**src/hw/rtl/fgn_pkg.sv**
```systemverilog
// Shared types, constants and tables of the fractal gradient noise block.
`timescale 1ns / 1ps

package fgn_pkg;

  localparam int MAX_OCTAVES_DEF = 8;
  localparam int HASH_SIZE       = 256;

  // Field and internal widths
  localparam int COORD_W = 32;
  localparam int FREQ_W  = 32;
  localparam int OCT_CFG_W = 4;
  localparam int LAC_W   = 16;
  localparam int PERS_W  = 16;
  localparam int NOISE_W = 16;
  localparam int AMP_W   = 17;
  localparam int RANGE_W = 21;
  localparam int SUM_W   = 40;
  localparam int DIVS_W  = RANGE_W + 1;
  localparam int VAL_W   = 20;
  localparam int FC_W    = 22;
  localparam int FADE_W  = 17;
  localparam int MUL_W   = 34;
  localparam int PROD_W  = 2 * MUL_W;

  // Configuration register indexes
  localparam logic [1:0] REG_BASE_FREQ = 2'd0;
  localparam logic [1:0] REG_OCTAVES   = 2'd1;
  localparam logic [1:0] REG_LACUN     = 2'd2;
  localparam logic [1:0] REG_PERSIST   = 2'd3;
  localparam int CFG_IDX_W  = 2;
  localparam int CFG_DATA_W = 32;

  // Datapath operations
  localparam logic [3:0] OP_COORD  = 4'd0;
  localparam logic [3:0] OP_FADE_A = 4'd1;
  localparam logic [3:0] OP_FADE_B = 4'd2;
  localparam logic [3:0] OP_FADE_L = 4'd3;
  localparam logic [3:0] OP_HASH_A = 4'd4;
  localparam logic [3:0] OP_HASH_B = 4'd5;
  localparam logic [3:0] OP_HASH_C = 4'd6;
  localparam logic [3:0] OP_DOT    = 4'd7;
  localparam logic [3:0] OP_LERP   = 4'd8;
  localparam logic [3:0] OP_ACC    = 4'd9;
  localparam logic [3:0] OP_FREQ   = 4'd10;
  localparam logic [3:0] OP_AMP    = 4'd11;

  localparam logic [4:0] LAST_STEP = 5'd28;

  typedef struct packed {
    logic       load;
    logic       wb;
    logic [3:0] op;
    logic [2:0] arg;
    logic       div_start;
    logic       out_load;
  } cmd_t;

  typedef struct packed {
    logic [3:0] op;
    logic [2:0] arg;
  } step_t;

  // Per-octave program: one entry per step
  function automatic step_t step_decode(input logic [4:0] step);
    step_t s;
    s.op  = OP_COORD;
    s.arg = 3'd0;
    case (step)
      5'd0, 5'd1, 5'd2: begin
        s.op = OP_COORD; s.arg = step[2:0];
      end
      5'd3, 5'd7, 5'd11: begin
        s.op = OP_FADE_A; s.arg = 3'((step - 5'd3) >> 2);
      end
      5'd4, 5'd5, 5'd8, 5'd9, 5'd12, 5'd13: begin
        s.op = OP_FADE_B; s.arg = 3'((step - 5'd3) >> 2);
      end
      5'd6, 5'd10, 5'd14: begin
        s.op = OP_FADE_L; s.arg = 3'((step - 5'd3) >> 2);
      end
      5'd15: s.op = OP_HASH_A;
      5'd16: s.op = OP_HASH_B;
      5'd17: s.op = OP_HASH_C;
      5'd18: s.op = OP_DOT;
      5'd19, 5'd20, 5'd21, 5'd22, 5'd23, 5'd24, 5'd25: begin
        s.op = OP_LERP; s.arg = 3'(step - 5'd19);
      end
      5'd26: s.op = OP_ACC;
      5'd27: s.op = OP_FREQ;
      5'd28: s.op = OP_AMP;
      default: s.op = OP_COORD;
    endcase
    return s;
  endfunction

  // Gradient component masks, bit i for gradient i
  localparam logic [15:0] GX_POS = 16'h1055;
  localparam logic [15:0] GX_NEG = 16'h20AA;
  localparam logic [15:0] GY_POS = 16'h3503;
  localparam logic [15:0] GY_NEG = 16'hCA0C;
  localparam logic [15:0] GZ_POS = 16'h4330;
  localparam logic [15:0] GZ_NEG = 16'h8CC0;

  localparam logic [7:0] PERM_TAB [0:HASH_SIZE-1] = '{
    8'd151,8'd160,8'd137,8'd91,8'd90,8'd15,8'd131,8'd13,
    8'd201,8'd95,8'd96,8'd53,8'd194,8'd233,8'd7,8'd225,
    8'd140,8'd36,8'd103,8'd30,8'd69,8'd142,8'd8,8'd99,
    8'd37,8'd240,8'd21,8'd10,8'd23,8'd190,8'd6,8'd148,
    8'd247,8'd120,8'd234,8'd75,8'd0,8'd26,8'd197,8'd62,
    8'd94,8'd252,8'd219,8'd203,8'd117,8'd35,8'd11,8'd32,
    8'd57,8'd177,8'd33,8'd88,8'd237,8'd149,8'd56,8'd87,
    8'd174,8'd20,8'd125,8'd136,8'd171,8'd168,8'd68,8'd175,
    8'd74,8'd165,8'd71,8'd134,8'd139,8'd48,8'd27,8'd166,
    8'd77,8'd146,8'd158,8'd231,8'd83,8'd111,8'd229,8'd122,
    8'd60,8'd211,8'd133,8'd230,8'd220,8'd105,8'd92,8'd41,
    8'd55,8'd46,8'd245,8'd40,8'd244,8'd102,8'd143,8'd54,
    8'd65,8'd25,8'd63,8'd161,8'd1,8'd216,8'd80,8'd73,
    8'd209,8'd76,8'd132,8'd187,8'd208,8'd89,8'd18,8'd169,
    8'd200,8'd196,8'd135,8'd130,8'd116,8'd188,8'd159,8'd86,
    8'd164,8'd100,8'd109,8'd198,8'd173,8'd186,8'd3,8'd64,
    8'd52,8'd217,8'd226,8'd250,8'd124,8'd123,8'd5,8'd202,
    8'd38,8'd147,8'd118,8'd126,8'd255,8'd82,8'd85,8'd212,
    8'd207,8'd206,8'd59,8'd227,8'd47,8'd16,8'd58,8'd17,
    8'd182,8'd189,8'd28,8'd42,8'd223,8'd183,8'd170,8'd213,
    8'd119,8'd248,8'd152,8'd2,8'd44,8'd154,8'd163,8'd70,
    8'd221,8'd153,8'd101,8'd155,8'd167,8'd43,8'd172,8'd9,
    8'd129,8'd22,8'd39,8'd253,8'd19,8'd98,8'd108,8'd110,
    8'd79,8'd113,8'd224,8'd232,8'd178,8'd185,8'd112,8'd104,
    8'd218,8'd246,8'd97,8'd228,8'd251,8'd34,8'd242,8'd193,
    8'd238,8'd210,8'd144,8'd12,8'd191,8'd179,8'd162,8'd241,
    8'd81,8'd51,8'd145,8'd235,8'd249,8'd14,8'd239,8'd107,
    8'd49,8'd192,8'd214,8'd31,8'd181,8'd199,8'd106,8'd157,
    8'd184,8'd84,8'd204,8'd176,8'd115,8'd121,8'd50,8'd45,
    8'd127,8'd4,8'd150,8'd254,8'd138,8'd236,8'd205,8'd93,
    8'd222,8'd114,8'd67,8'd29,8'd24,8'd72,8'd243,8'd141,
    8'd128,8'd195,8'd78,8'd66,8'd215,8'd61,8'd156,8'd180
  };

endpackage

```
**src/hw/rtl/fgn_ctrl.sv**
```systemverilog
// Sequencer: steps the per-octave program, runs the divider, drives the handshakes.
`timescale 1ns / 1ps

module fgn_ctrl #(
  parameter int MAX_OCTAVES = fgn_pkg::MAX_OCTAVES_DEF
) (
  input  logic                          clk,
  input  logic                          rst_n,
  input  logic                          in_tvalid,
  output logic                          in_tready,
  output logic                          out_tvalid,
  input  logic                          out_tready,
  input  logic [fgn_pkg::OCT_CFG_W-1:0] octave_count,
  input  logic                          div_done,
  output fgn_pkg::cmd_t                 cmd
);
  import fgn_pkg::*;

  localparam int OCT_W = $clog2(MAX_OCTAVES + 1);

  localparam logic [2:0] S_IDLE = 3'd0;
  localparam logic [2:0] S_RUN  = 3'd1;
  localparam logic [2:0] S_DIV  = 3'd2;
  localparam logic [2:0] S_DIVW = 3'd3;
  localparam logic [2:0] S_FIN  = 3'd4;

  logic [2:0] state_r, state_nxt;
  logic [4:0] step_r, step_nxt;
  logic       phase_r, phase_nxt;
  logic [OCT_W-1:0] oct_r, oct_nxt;
  logic       valid_r, valid_nxt;
  logic [4:0] n_oct;
  logic [OCT_W-1:0] last_oct;
  step_t      st;
  logic       slot_free;

  always_comb begin
    if (octave_count == '0) n_oct = 5'd1;
    else if ({1'b0, octave_count} > 5'(MAX_OCTAVES)) n_oct = 5'(MAX_OCTAVES);
    else n_oct = {1'b0, octave_count};
  end
  assign last_oct  = OCT_W'(n_oct - 5'd1);
  assign st        = step_decode(step_r);
  assign slot_free = !valid_r || out_tready;

  always_comb begin
    state_nxt = state_r;
    step_nxt  = step_r;
    phase_nxt = phase_r;
    oct_nxt   = oct_r;
    valid_nxt = valid_r;
    cmd.load      = 1'b0;
    cmd.wb        = phase_r;
    cmd.op        = st.op;
    cmd.arg       = st.arg;
    cmd.div_start = 1'b0;
    cmd.out_load  = 1'b0;
    in_tready     = 1'b0;
    if (valid_r && out_tready) valid_nxt = 1'b0;
    case (state_r)
      S_IDLE: begin
        in_tready = 1'b1;
        cmd.wb    = 1'b0;
        if (in_tvalid) begin
          cmd.load  = 1'b1;
          step_nxt  = '0;
          phase_nxt = 1'b0;
          oct_nxt   = '0;
          state_nxt = S_RUN;
        end
      end
      S_RUN: begin
        phase_nxt = !phase_r;
        if (phase_r) begin
          if (step_r == LAST_STEP) begin
            step_nxt = '0;
            oct_nxt  = oct_r + 1'b1;
            if (oct_r == last_oct) state_nxt = S_DIV;
          end else begin
            step_nxt = step_r + 5'd1;
          end
        end
      end
      S_DIV: begin
        cmd.wb        = 1'b0;
        cmd.div_start = 1'b1;
        state_nxt     = S_DIVW;
      end
      S_DIVW: begin
        cmd.wb = 1'b0;
        if (div_done) state_nxt = S_FIN;
      end
      S_FIN: begin
        cmd.wb = 1'b0;
        if (slot_free) begin
          cmd.out_load = 1'b1;
          valid_nxt    = 1'b1;
          state_nxt    = S_IDLE;
        end
      end
      default: state_nxt = S_IDLE;
    endcase
  end

  always_ff @(posedge clk) begin
    if (!rst_n) begin
      state_r <= S_IDLE;
      step_r  <= '0;
      phase_r <= 1'b0;
      oct_r   <= '0;
      valid_r <= 1'b0;
    end else begin
      state_r <= state_nxt;
      step_r  <= step_nxt;
      phase_r <= phase_nxt;
      oct_r   <= oct_nxt;
      valid_r <= valid_nxt;
    end
  end

  assign out_tvalid = valid_r;

endmodule

```
**config.mk**
```make
export PLATFORM = sky130hd
export DESIGN_NAME = fgn_ctrl
export DESIGN_NICKNAME = d
export VERILOG_FILES = /design/src/hw/rtl/fgn_pkg.sv /design/src/hw/rtl/fgn_ctrl.sv
export SDC_FILE = /design/constraint.sdc
export NUM_CORES = 1
export LEC_CHECK = 0
export BUFFER_PORTS_ARGS = -buffer_cell sky130_fd_sc_hd__buf_2
export CELL_PAD_IN_SITES_DETAIL_PLACEMENT = 1
export CELL_PAD_IN_SITES_GLOBAL_PLACEMENT = 1
export CORE_UTILIZATION = 43
export DETAILED_ROUTE_END_ITERATION = 8
export PLACE_DENSITY = 0.93
export SLEW_MARGIN = 20
export SYNTH_ARGS = -nofsm -noshare
export SYNTH_HDL_FRONTEND = slang
export SYNTH_SLANG_ARGS = --single-unit
```
**constraint.sdc**
```tcl
create_clock -name clk -period 3.3 [get_ports clk]
set_input_delay 0.66 -clock clk [delete_from_list [all_inputs] [get_ports clk]]
set_output_delay 0.66 -clock clk [all_outputs]
set_load 0.005 [all_outputs]
```
==> results by group, run 1 <==
Pwr
  – PD cells: 276 mW/mm^2
  – Worst IR drop on VDD: around 0.17 mV
  – Tot Pwr: 0.000361 W
  – P_leak: 0.536 nW

Synthesis
  – Area contributors post-synth: dfxtp_1 23%, ha_1 6.2%, nor2_1 5.6%, a21oi_1 3.7%, buf_6 3.7%
  – Warnings from Yosys: 0
  – Syn_nets: 172
  – Leading area contributor after synthesis: dfxtp_1
  – Most common cell in the netlist: nor2_1
  – FF+latch count, synth: 14
  – Post-synth EDFFs: 0
  – Register area share after synthesis: 23.3%
  – Post-Synthesis Cells: 157
  – Post-synth top cells: 18 x nor2_1, 14 x dfxtp_1, 10 x nand2_1
  – Post-synth top area share: 23.3%
  – Cell Area, Synth: 0.00120 mm^2
  – Mean Syn Cell Area: around 7.7 um^2
  – Asr flop ratio synth: 0%
  – Predominant post-synthesis flop cell: dfxtp_1
  – Number of distinct library cells after synthesis: 43

Floorplan
  – IO Pins: 22
  – Initial core utilization: 46.9%
  – Site Rows: 18
  – Die Span Y: between 50 and 60 um
  – Die footprint: 0.00301 mm^2
  – Die width: 54.9 um
  – Core area: 0.00257 mm^2

Clock tree
  – Clk sinks: 14
  – Clock slew seen by the registers of the worst setup and hold paths: 90 ps
  – Hold buffers post-CTS: 0
  – Clock buffer depth: 2
  – CTS tree: yes
  – Later-pin clock latency in the skew report: between 200 and 300 ps
  – Cts bufs inserted: 3
  – Root buffer cell: clkbuf_4
  – H-tree depth: 1

STA
  – Worst hold slack: 501 ps
  – Final Cycle Share: between 80% and 90%
  – Final setup fails: 0
  – Max Clk Rate: 348 MHz
  – Measured slew at the worst slew-check pin: 641 ps
  – Pins Over Slew Limit: 0
  – Fin Setup TNS: 0 ps
  – RSZ-0062 raised after global routing: no
  – Final Hold Fails: 0
  – Minimum clock period: 2870 ps
  – Skew final: between 3 and 4 ps
  – Slew Limit Headroom: 57.2%

Route
  – Via Count: 1178
  – WL/cell: 15.4 um
  – DR top layer: met4
  – 1st-iter DRT viols: 14
  – Routed met1 length: 1440 um
  – Pre-antenna DRT Iters: 4
  – DR WL met3: 68 um
  – Residual DRC: 0
  – Via/cell ratio: 5.89
  – Post-DRT Antenna Nets: 0
  – Total Wirelength: 3090 um
  – Met2 routed WL: approximately 1600 um

GRT
  – Global route overflow: 0
  – GRT Total Usage: 24.0%
  – Pin count of the biggest net entering global routing: 20
  – Initial antenna violation count: 0
  – Vias in the first global route: 1179
  – First-pass GRT wire length: 5250 um

Min path
  – WHS Path Cells: 2
  – Hold Startpoint: oct_r[3]
  – Min-delay worst type: reg2reg
  – Hold Path End: oct_r[3]

Finish
  – Fin nets: 186
  – Reg area: 280 um^2
  – Non-Filler Instances: 200
  – Filler Cells Inserted: roughly 340
  – Area Growth Syn to Fin: 8.63%
  – ANT cells: 0
  – Multi-input gate area: 822 um^2
  – Finished Cell Area: between 0.001 and 0.0015 mm^2
  – Layout cells sized above 1: between 15 and 20%

Critical path
  – Worst reg2reg path startpoint: step_r[0]
  – Worst flop-to-flop path endpoint: state_r[0]
  – CP Launch Type: flop
  – Worst path required time: 2640 ps
  – WS Path Type: reg2out
  – R2r setup slk: 1250 ps
  – Worst Path Arrival: 2210 ps
  – Worst setup startpoint: step_r[0]
  – R2r worst-path depth: 5
  – Largest fanout on the critical path: 8
  – Worst Setup End Kind: primary output

Run status
  – Status: finished clean

Flow run
  – Max-Cap Viols: 0

Place
  – Placed Area: 0.00127 mm^2
  – Post-DP HPWL: roughly 2300 um
  – # placed instances: 196
  – IO buf count: 21
  – GPL Wtd Cong: 0.819
==> how the worst max path moves through the flow <==
stage            endpoint  cells past startpoint  slack, ps
2_1_floorplan  state_r[0]                      8        980
3_3_place_gp       cmd[2]                      7        760
3_5_place_dp       cmd[2]                      7        620
4_1_cts            cmd[2]                      7        300
5_1_grt            cmd[2]                      7        200
6_report           cmd[2]                      7        430
==> per-layer routing <==
layer	vias up	GRT usage (%)
met4	0	7.50
met1	573	30.1
met2	17	41.6
li1	586	-
met3	2	3.83
met5	-	0
==> sequential cells by signal (all words and copies together), names as in the netlist <==
register,count
step_r,5
oct_r,4
state_r,3
out_tvalid,1
phase_r,1
==> worst max-delay path, stage by stage, from the launching register on <==
cell,delay [ps]
dfxtp_1,480
inv_1,150
ha_1,310
nor3_2,340
nor2_1,110
o211ai_1,270
o22ai_1,130
buf_2,150
==> through the flow <==
step           worst slack (ps)  utilization, %
2_1_floorplan               984               -
3_3_place_gp                756            49.3
3_5_place_dp                620            49.3
4_1_cts                     299            50.7
5_1_grt                     203            50.9
6_report                    428            50.9
==> report_power, final <==
part | internal (W) | switching [W] | leakage [nW]
sequential | 0.000172 | 0.00000838 | 0.113
clock | 0.0000672 | 0.0000610 | 0.0210
combinational | 0.0000250 | 0.0000273 | 0.401
==> layout by cell type (no fill, tap or decap), types with 2 or more instances in the layout <==
cell | netlist | routed
a211oi_1 | 3 | 3
a21o_1 | 2 | 2
a21oi_1 | 9 | 9
a31oi_1 | 2 | 2
and2_1 | 2 | 2
and4_1 | 2 | 2
buf_2 | 1 | 21
clkbuf_4 | 0 | 3
dfxtp_1 | 14 | 14
ha_1 | 6 | 6
inv_1 | 7 | 7
mux2i_1 | 3 | 3
nand2_1 | 10 | 10
nand2b_1 | 7 | 7
nand3_1 | 6 | 6
nand4_1 | 2 | 2
nand4b_1 | 2 | 2
nor2_1 | 18 | 18
nor2b_1 | 4 | 4
nor3_1 | 5 | 4
o211ai_1 | 2 | 2
o21ai_0 | 6 | 6
o22ai_1 | 4 | 4
o31a_1 | 2 | 2
o31ai_1 | 3 | 3
or3_1 | 3 | 3
xnor2_1 | 5 | 5
xor2_1 | 3 | 3
==> cells by family (layout without fill, tap and decap cells) <==
| kind of cell | Yosys count | after routing | share of synthesized area [%] |
|---|---|---|---|
| simple gates | 66 | 66 | 30.2 |
| compound gates | 41 | 41 | 23.1 |
| buf+inv | 19 | 32 | 8.84 |
| flops | 14 | 14 | 23.3 |
| xor+xnor | 8 | 8 | 5.82 |
| fa+ha+maj | 6 | 6 | 6.24 |
| mux | 3 | 3 | 2.49 |
==> cell type report <==
class                   count  area share, %
flip-flops and latches     14           21.4
repair buffers             21           8.04
multi-input cells         124           62.9
clock buffers               4           2.78
well taps                  30           2.87
inverters                   7           2.01
==> timing repair <==
item                       in CTS  in global routing
setup buffers                   0                  0
hold endpoints to repair        0                  0
setup endpoints to repair       0                  1
gates resized for setup         0                  1
No activity file was read; power rests on OpenSTA's default activity.
==> run 2: changes to the inputs <==
--- a/config.mk
+++ b/config.mk
@@ -11,6 +11,7 @@
 export CORE_UTILIZATION = 43
 export DETAILED_ROUTE_END_ITERATION = 8
 export PLACE_DENSITY = 0.93
+export RECOVER_POWER = 50
 export SLEW_MARGIN = 20
 export SYNTH_ARGS = -nofsm -noshare
 export SYNTH_HDL_FRONTEND = slang
==> run 2 against run 1 <==
Critical path depth is the same. Hold slack lost 1.4 ps. Die area is the same. Clock skew grew 2.1 ps. Sequential share of layout area grew 0.38 points. Maximum frequency is essentially flat. Sequential power is essentially flat. Via count grew 1.9%. Clock power is essentially flat. Largest power group unchanged.
==> results by group, run 2 (synthesis results as in run 1) <==
GRT
  – Pin count of the biggest net entering global routing: 20
  – Initial antenna violation count: 0
  – Vias in the first global route: 1179
  – GRT Total Usage: 24.0%
  – First-pass GRT wire length: 5250 um
  – Global route overflow: 0

Finish
  – Filler Cells Inserted: approximately 350
  – Most frequent cells in the layout: 18 x nor2_1, 18 x buf_2, 14 x dfxtp_1, 10 x nand2_1, 9 x a21oi_1
  – Util after Layout: 50.0%
  – Fin nets: 186
  – Layout cells sized above 1: 16.5%
  – Area Growth Syn to Fin: 6.76%
  – Biggest regs: step_r x5, oct_r x4, state_r x3
  – Max FFs per register: 5
  – Non-Filler Instances: 200
  – ANT cells: 0
  – Biggest register: step_r

STA
  – Final Hold Fails: 0
  – Minimum clock period: 2870 ps
  – Max Clk Rate: 348 MHz
  – Pins Over Slew Limit: 0
  – Skew final: 5.17 ps
  – Measured slew at the worst slew-check pin: 631 ps
  – RSZ-0062 raised after global routing: no
  – Final setup fails: 0
  – Slew Limit Headroom: between 50% and 60%
  – Final Cycle Share: about 87%
  – Worst hold slack: 499 ps
  – Fin Setup TNS: 0 ps

Pwr
  – P_leak: roughly 0.52 nW
  – Worst IR drop on VDD: 0.169 mV
  – Tot Pwr: 0.000358 W
  – PD cells: 279 mW/mm^2

Clock tree
  – Later-pin clock latency in the skew report: 290 ps
  – Root buffer cell: clkbuf_4
  – Clock buffer depth: 2
  – Clock slew seen by the registers of the worst setup and hold paths: about 90 ps
  – Cts bufs inserted: 3
  – CTS tree: yes
  – H-tree depth: 1
  – Hold buffers post-CTS: 0
  – Clk sinks: 14

Floorplan
  – Core area: 0.00257 mm^2
  – Initial core utilization: a little under half
  – Die width: roughly 55 um
  – Die Span Y: 54.9 um
  – Site Rows: 18
  – IO Pins: 22
  – Die footprint: around 0.003 mm^2

Critical path
  – Slowest cell on crit path: dfxtp_1
  – WS Path Type: reg2out
  – Worst Path Arrival: 2210 ps
  – Largest fanout on the critical path: 8
  – Worst path required time: roughly 2600 ps
  – CP Launch Type: flop
  – Critical Path, Cell by Cell: inv_1 > ha_1 > nor3_2 > nor2_1 > o211ai_1 > o22ai_1 > buf_2
  – Crit-path max cell delay: 480 ps
  – Buf/Inv on CP: 2
  – Worst Setup End Kind: primary output
  – Crit path max-delay family: flip-flops

Route
  – WL/cell: around 15 um
  – Via/cell ratio: 6.00
  – Pre-antenna DRT Iters: 4
  – Via Count: 1200
  – Total Wirelength: 3090 um
  – Post-DRT Antenna Nets: 0
  – Residual DRC: 0
  – 1st-iter DRT viols: 12

Flow run
  – Max-Cap Viols: 0

Place
  – # placed instances: 196
  – IO buf count: 21
  – Post-DP HPWL: 2310 um
  – GPL Wtd Cong: 0.819

Run status
  – Status: finished clean

Min path
  – Min-delay worst type: reg2reg
-- run 2: cell types whose count changed in the layout (fill, tap and decap cells not counted), sizes merged --
cell | before | now
clkbuf | 4 | 7
buf | 21 | 18
-- run 2: where the power goes --
part	internal, W	total, W	switching, W
clock	0.0000672	0.000128	0.0000605
sequential	0.000172	0.000180	0.00000774
combinational	0.0000235	0.0000507	0.0000272
total	0.000263	0.000358	0.0000955
-- run 2: cell type report --
class	instances	area (um^2)	area share, %
inverter	7	26.3	2.04
tap	30	37.5	2.92
clock buffer	4	36.3	2.82
multi-input combinational	124	800	62.2
timing repair buffer	21	105	8.18
sequential	14	280	21.8
-- run 2: what timing repair did --
action                     4_1_cts  5_1_grt
setup endpoints to repair        0        1
resized for setup                0        1
buffers inserted                 0        0
-- run 2: routing by layer --
metal | up-vias | track usage [%] | routed length (um)
li1 | 586 | - | -
met1 | 590 | 30.1 | 1440
met2 | 22 | 41.6 | 1560
met3 | 2 | 3.83 | 80
met4 | 0 | 7.50 | 17
met5 | - | 0 | 0
-- run 2: tightest hold or removal path, cell delays in order (launching register included) --
cell     delay (ps)
dfxtp_1         330
o21ai_0          70
a21oi_1          60
-- run 2: path summary, 6_finish.rpt --
| kind | endpoint | slack, ps | start | cells past startpoint |
|---|---|---|---|---|
| worst max-delay path | cmd[2] | 430 | step_r[0] | 7 |
| worst min-delay path | oct_r[3] | 500 | oct_r[3] | 2 |
| worst max register to register | oct_r[1] | 1150 | step_r[0] | 6 |
| worst min register to register | oct_r[3] | 500 | oct_r[3] | 2 |
-- run 2: through the flow --
step	worst slack [ps]	instance area [um^2]
floorplan	984	1200
global placement	756	1270
detailed placement	620	1270
CTS	299	1300
global route	203	1280
finish	427	1280
